<file path="src/hw/rtl/tcsc_pkg.sv">
// Shared types and constants for the tile cache with second-chance trimming.
// No dependencies; imported by every module of the block.
package tcsc_pkg;

  // Default number of table entries
  localparam int TABLE_ENTRIES_DEFAULT = 64;

  // Byte budget after reset
  localparam logic [31:0] MAX_BYTES_RESET = 32'd268435456;

  // Saturation limit of the eviction count
  localparam logic [6:0] CNT_MAX = 7'd127;

  // Trim kinds reported with each result
  localparam logic [1:0] TRIM_NONE  = 2'd0;
  localparam logic [1:0] TRIM_AGE   = 2'd1;
  localparam logic [1:0] TRIM_EVICT = 2'd2;

  // Item function codes
  localparam logic FUNC_DECLARE = 1'b0;
  localparam logic FUNC_ACCESS  = 1'b1;

  // Tile key: {x, y, z}
  typedef logic [47:0] key_t;

  // Per-entry status bits
  typedef struct packed {
    logic valid;
    logic loaded;
    logic used;
  } flags_t;

  // Table write enables
  typedef struct packed {
    logic flags_we;
    logic key_we;
    logic size_we;
  } wr_en_t;

  // Shared arithmetic unit operations
  typedef enum logic {
    ALU_ADD,
    ALU_SUB
  } alu_op_t;

endpackage

</file>
<file path="src/hw/rtl/tcsc_alu.sv">
// Shared 32-bit saturating add/subtract and magnitude compare unit.
// Depends on tcsc_pkg for the operation type.
module tcsc_alu (
  input  tcsc_pkg::alu_op_t op,
  input  logic [31:0]       a,
  input  logic [31:0]       b,
  output logic [31:0]       res,
  output logic              gt
);
  import tcsc_pkg::*;

  logic [32:0] sum;
  logic [32:0] diff;

  // Form carry-extended sum and difference
  assign sum  = {1'b0, a} + {1'b0, b};
  assign diff = {1'b0, a} - {1'b0, b};

  // Clamp at the top on add, at zero on subtract
  always_comb begin
    unique case (op)
      ALU_ADD: res = sum[32] ? 32'hFFFF_FFFF : sum[31:0];
      ALU_SUB: res = diff[32] ? 32'd0 : diff[31:0];
      default: res = sum[31:0];
    endcase
  end

  assign gt = (a > b);

endmodule

</file>
<file path="config.mk">
export PLATFORM = sky130hd
export DESIGN_NAME = tcsc_alu
export DESIGN_NICKNAME = d
export VERILOG_FILES = /design/src/hw/rtl/tcsc_pkg.sv /design/src/hw/rtl/tcsc_alu.sv
export SDC_FILE = /design/constraint.sdc
export NUM_CORES = 1
export LEC_CHECK = 0
export CAP_MARGIN = 20
export CORE_MARGIN = 3
export CORE_UTILIZATION = 40
export DETAILED_ROUTE_END_ITERATION = 8
export DONT_BUFFER_PORTS = 1
export PLACE_DENSITY_LB_ADDON = 0.12
export SETUP_SLACK_MARGIN = 0.2
export SLEW_MARGIN = 20
export SYNTH_ARGS = -nofsm -noshare
export SYNTH_HDL_FRONTEND = slang
export SYNTH_SLANG_ARGS = --single-unit
</file>
<file path="constraint.sdc">
create_clock -name vclk -period 2.95
set_input_delay 0 -clock vclk [all_inputs]
set_output_delay 0 -clock vclk [all_outputs]
set_load 0.05 [all_outputs]
</file>
[Yosys cells after proc, flatten, opt, wreduce, memory -nomap -nowiden]
Index checks and enable logic that the tools add are counted.
Storage, ports and cells
  output and inout port bits: 33
  flip-flop bits (word level): 0
Cells by class
  order comparisons: 1
  bitwise logic cells: 1
  muxes and demuxes: 3
  add/subtract/negate cells: 2
Operator list (number)
  32-bit two-way mux: 2
  32-bit one-hot mux with 2 select lines: 1
  32-bit by 32-bit adder with 33-bit output: 1
  32-bit by 32-bit subtractor with 33-bit output: 1
  32-bit > comparator: 1
  1-bit NOT: 1

[Depth between registers and ports, before layout]
  depth in word-level cells: 3
  mapped depth: 14

[Least setup slack after synthesis]
No wires, ideal clock.
  path kind: input to output
  start point: in a[0]
  end point: out res[28]
  arrival: 3198 ps
  data required time: 2950 ps
  slack: -248 ps
  path buffers: 1
  stages on the path: 13
  path through: inv_1 -> ha_1 -> fa_1 -> nand2b_1 -> a21oi_1 -> o211ai_1 -> a211oi_1 -> o21ai_1 -> nand2_1 -> a21oi_1 -> and2_1 -> clkbuf_1 -> a211oi_1
Between the ends
  word-level cells in the longest chain between the ends: 3
RTL lines
  start: declaration: RTL line tcsc_alu.sv:5  | input logic [31:0] a,
  32-bit by 32-bit subtractor with 33-bit output or 32-bit by 32-bit adder with 33-bit output (tied branches): RTL line tcsc_alu.sv:17, tcsc_alu.sv:16
  32-bit two-way mux, on equally long branches: RTL line tcsc_alu.sv:23, tcsc_alu.sv:22
  32-bit one-hot mux with 2 select lines (*): RTL line tcsc_alu.sv:21  | unique case (op)
  end: declaration: RTL line tcsc_alu.sv:7  | output logic [31:0] res,
Mark *: on every way between the ends. The rest lies on a longest branch, timed or not.

[Worst setup path after layout]
  start point: in b[14]
  end point: out res[31]
Between the ends
  word-level cells in the longest chain between the ends: 3
RTL lines
  start: declaration: RTL line tcsc_alu.sv:6  | input logic [31:0] b,
  32-bit by 32-bit subtractor with 33-bit output or 32-bit by 32-bit adder with 33-bit output (tied branches): RTL line tcsc_alu.sv:17, tcsc_alu.sv:16
  32-bit two-way mux, on equally long branches: RTL line tcsc_alu.sv:23, tcsc_alu.sv:22
  32-bit one-hot mux with 2 select lines (*): RTL line tcsc_alu.sv:21
Marks and branches as above.

==> run_results.csv <==
group,metric,value,unit
pwr,seq_power_share,0,%
routing,ant_nets,0,
worst_setup_path,worst-endpoint-required,2.95,ns
global_route,grt_usage,26.5,%
timing,final_hold_viol_count,0,
yosys,yosys-mux-area-fraction,0,%
routing,wirelength,16600,um
pwr,switching_share,60.0,%
placed_design,pre_cts_ws,0.0169,ns
placed_design,port_buffers,0,
yosys,synthSimpleGateAreaFrac,23.2,%
timing,worst_slew_pin_slew,0.566,ns
hold_path,holdPathEnd,"res[1]",
global_route,grt_pass1_vias,5120,
yosys,ys_types,69,
hold_path,holdPathStages,2,
timing,finalCritPeriodShare,91.6,%
timing,fmax,370,MHz
cells_and_area,insertedDiodeCount,0,
yosys,netlist_instances,655,
hold_path,min_from,"op",
timing,fin_crit,2.70,ns
pwr,p_switching,1.03,mW
cells_and_area,seqCellArea,0,um^2
routing,drt_pass1_iterations,4,
timing,rsz0062_at_grt,"yes",
cells_and_area,seq_cells,0,
pwr,pwr-share-clk,0,%
yosys,avgSynthCellArea,6.44,um^2
routing,viasPerCell,6.38,
pwr,power.leakage,2.43,nW
global_route,grt_use_met1,38.3,%
placed_design,place.gp.congestion,0.926,
yosys,synth-xor-area-share,0.415,%
yosys,synth_top_family_by_area,"compound AO/OA/AOI/OAI gates",
yosys,yosysWarnings,0,
cells_and_area,fin_nets,848,
floorplan,die_w,109,um
pwr,power_per_cell_area,306,nW/um^2
job,maxCapViolations,0,
cells_and_area,areaGrowthSynthToFinish,33.4,%
timing,fin_ws,0.248,ns
yosys,syn_area,4220,um^2
routing,wl_per_cell,19.6,um
timing,relSlewSlack,62.3,%
floorplan,dieHeight,109,um
cells_and_area,final_cell_area,5630,um^2
floorplan,io_pins,98,
global_route,grt_pass1_wl,25800,um
routing,via_count,5400,
pwr,power.total,1.72,mW
cells_and_area,num-fill-cells,1039,
pwr,p_int,0.688,mW
global_route,antenna_found_initial,0,
floorplan,num_rows,36,
cells_and_area,multiInputGateArea,4270,um^2
worst_setup_path,worstSetupPathType,"in -> out",
worst_setup_path,crit_fanout,9,
timing,hold_ws,0.241,ns
yosys,synth-adder-area-share,20.2,%
worst_setup_path,end_kind,"output port",
placed_design,dpl_cell_area,5020,um^2
hold_path,hold_path_class,"in -> out",
placed_design,hpwlAfterDp,12800,um
cells_and_area,clkbuf_count,0,
worst_setup_path,arrival,2.70,ns
yosys,seq_area_frac_synth,0,%
floorplan,die_area,11800,um^2
timing,drv_slew,0,
run_status,status,"complete, no violations",
cells_and_area,layout-drive-gt1-share,26.1,%
timing,setup_viol,0,
pwr,ir_drop,0.000167,V
floorplan,start_util,42.2,%
pwr,p_comb_share,100.0,%
yosys,synth_compound_area_share,45.9,%
routing,route.detailed.drc,0,
global_route,grt_overflow,0,
global_route,grt_max_degree,47,
global_route,grt_use_met2,43.7,%
global_route,top_usage_layer,"met2",
routing,first_iter_violations,416,
floorplan,core,10000,um^2
global_route,met3_usage,1.54,%
worst_setup_path,cp-start-kind,"primary input",
yosys,syn_nets,787,
cell usage after synthesis, types with 5 or more instances:
| library cell | instances | area [um^2] |
|---|---|---|
| o21a_1 | 7 | 52.6 |
| nand2_1 | 44 | 165 |
| and2_1 | 5 | 31.3 |
| o221ai_1 | 18 | 158 |
| a2bb2oi_1 | 8 | 70.1 |
| a211oi_1 | 8 | 60.1 |
| o21ai_0 | 32 | 160 |
| nor4_1 | 8 | 50.1 |
| a221o_1 | 13 | 130 |
| nand2b_1 | 10 | 62.6 |
| o21bai_1 | 17 | 128 |
| clkbuf_1 | 26 | 97.6 |
| buf_2 | 9 | 45.0 |
| inv_1 | 64 | 240 |
| nor2b_1 | 14 | 87.6 |
| nand4_1 | 12 | 75.1 |
| a221oi_1 | 8 | 70.1 |
| nor3_1 | 18 | 90.1 |
| nand3_1 | 8 | 40.0 |
| o211ai_1 | 16 | 120 |
| a21o_1 | 12 | 90.1 |
| a21oi_1 | 90 | 450 |
| ha_1 | 65 | 813 |
| a31oi_1 | 5 | 31.3 |
| nor2_1 | 55 | 206 |
| o21ai_1 | 8 | 40.0 |
worst max path at each step:
stage               start      end  slack, ns  cells past startpoint
global route        b[14]       gt       0.15                     13
floorplan           b[15]  res[22]      -0.01                     13
finish              b[14]  res[31]       0.25                     12
CTS                  b[7]  res[31]       0.20                     13
detailed placement   b[4]  res[31]       0.02                     13
global placement     a[0]  res[30]       0.01                     13
layout by cell type, fill, tap and decap left out, types with 12 or more instances in the layout:
cell,count
nand2_1,42
a21oi_1,81
o21bai_1,17
o221ai_1,15
nor2_1,54
a221o_1,13
o211ai_1,16
nor3_1,16
nor2b_1,12
ha_1,52
nand4_1,12
inv_1,61
buf_6,15
o21ai_0,25
buf_4,73
final cells by class:
| cell class | count | share of cell area (%) |
|---|---|---|
| Tap cell | 133 | 2.96 |
| Inverter | 67 | 4.47 |
| Timing Repair Buffer | 99 | 16.7 |
| Multi-Input combinational cell | 548 | 75.9 |
metrics by stage:
step / util, % / instances / setup TNS [ns]
floorplan: - / 655 / -0.0531
finish: 56.3 / 847 / 0
global placement: 50.2 / 832 / 0
CTS: 51.1 / 833 / 0
global route: 56.3 / 847 / 0
detailed placement: 50.2 / 832 / 0
metal layers:
metal / share of wire, % / vias to the layer above
met4: 1.4 / 0
met1: 45 / 2546
met3: 7.4 / 23
met5: 0 / -
met2: 46 / 255
li1: - / 2576
worst max-delay path, cell delays in order:
cell	delay [ns]
inv_1	0.02
ha_2	0.37
buf_6	0.16
nand4_1	0.14
a2111o_1	0.45
nand3_2	0.12
a31oi_4	0.10
a311o_1	0.40
o21a_1	0.22
a221o_1	0.32
a22o_1	0.23
buf_12	0.15
logic make-up (layout without fill, tap and decap cells):
kind of cell,Yosys count,in the layout
and+or+nand+nor,196,196
buffers and inverters,107,166
xor gates and xnor gates,2,2
adders and majority gates,67,67
AOI/OAI and AO/OA,283,283
power by group through the flow:
stage,clock network [mW],logic [mW],registers [mW]
2_1_floorplan,0,1.03,0
3_3_place_gp,0,1.52,0
3_5_place_dp,0,1.53,0
4_1_cts,0,1.56,0
5_1_grt,0,1.84,0
6_report,0,1.72,0
timing repair:
item	in CTS	in global routing
gates resized for setup	20	85
pin swaps	6	26
hold buffers	0	0
setup buffers	1	14
setup endpoints to repair	24	33
Power figures use the tool's default switching activity.
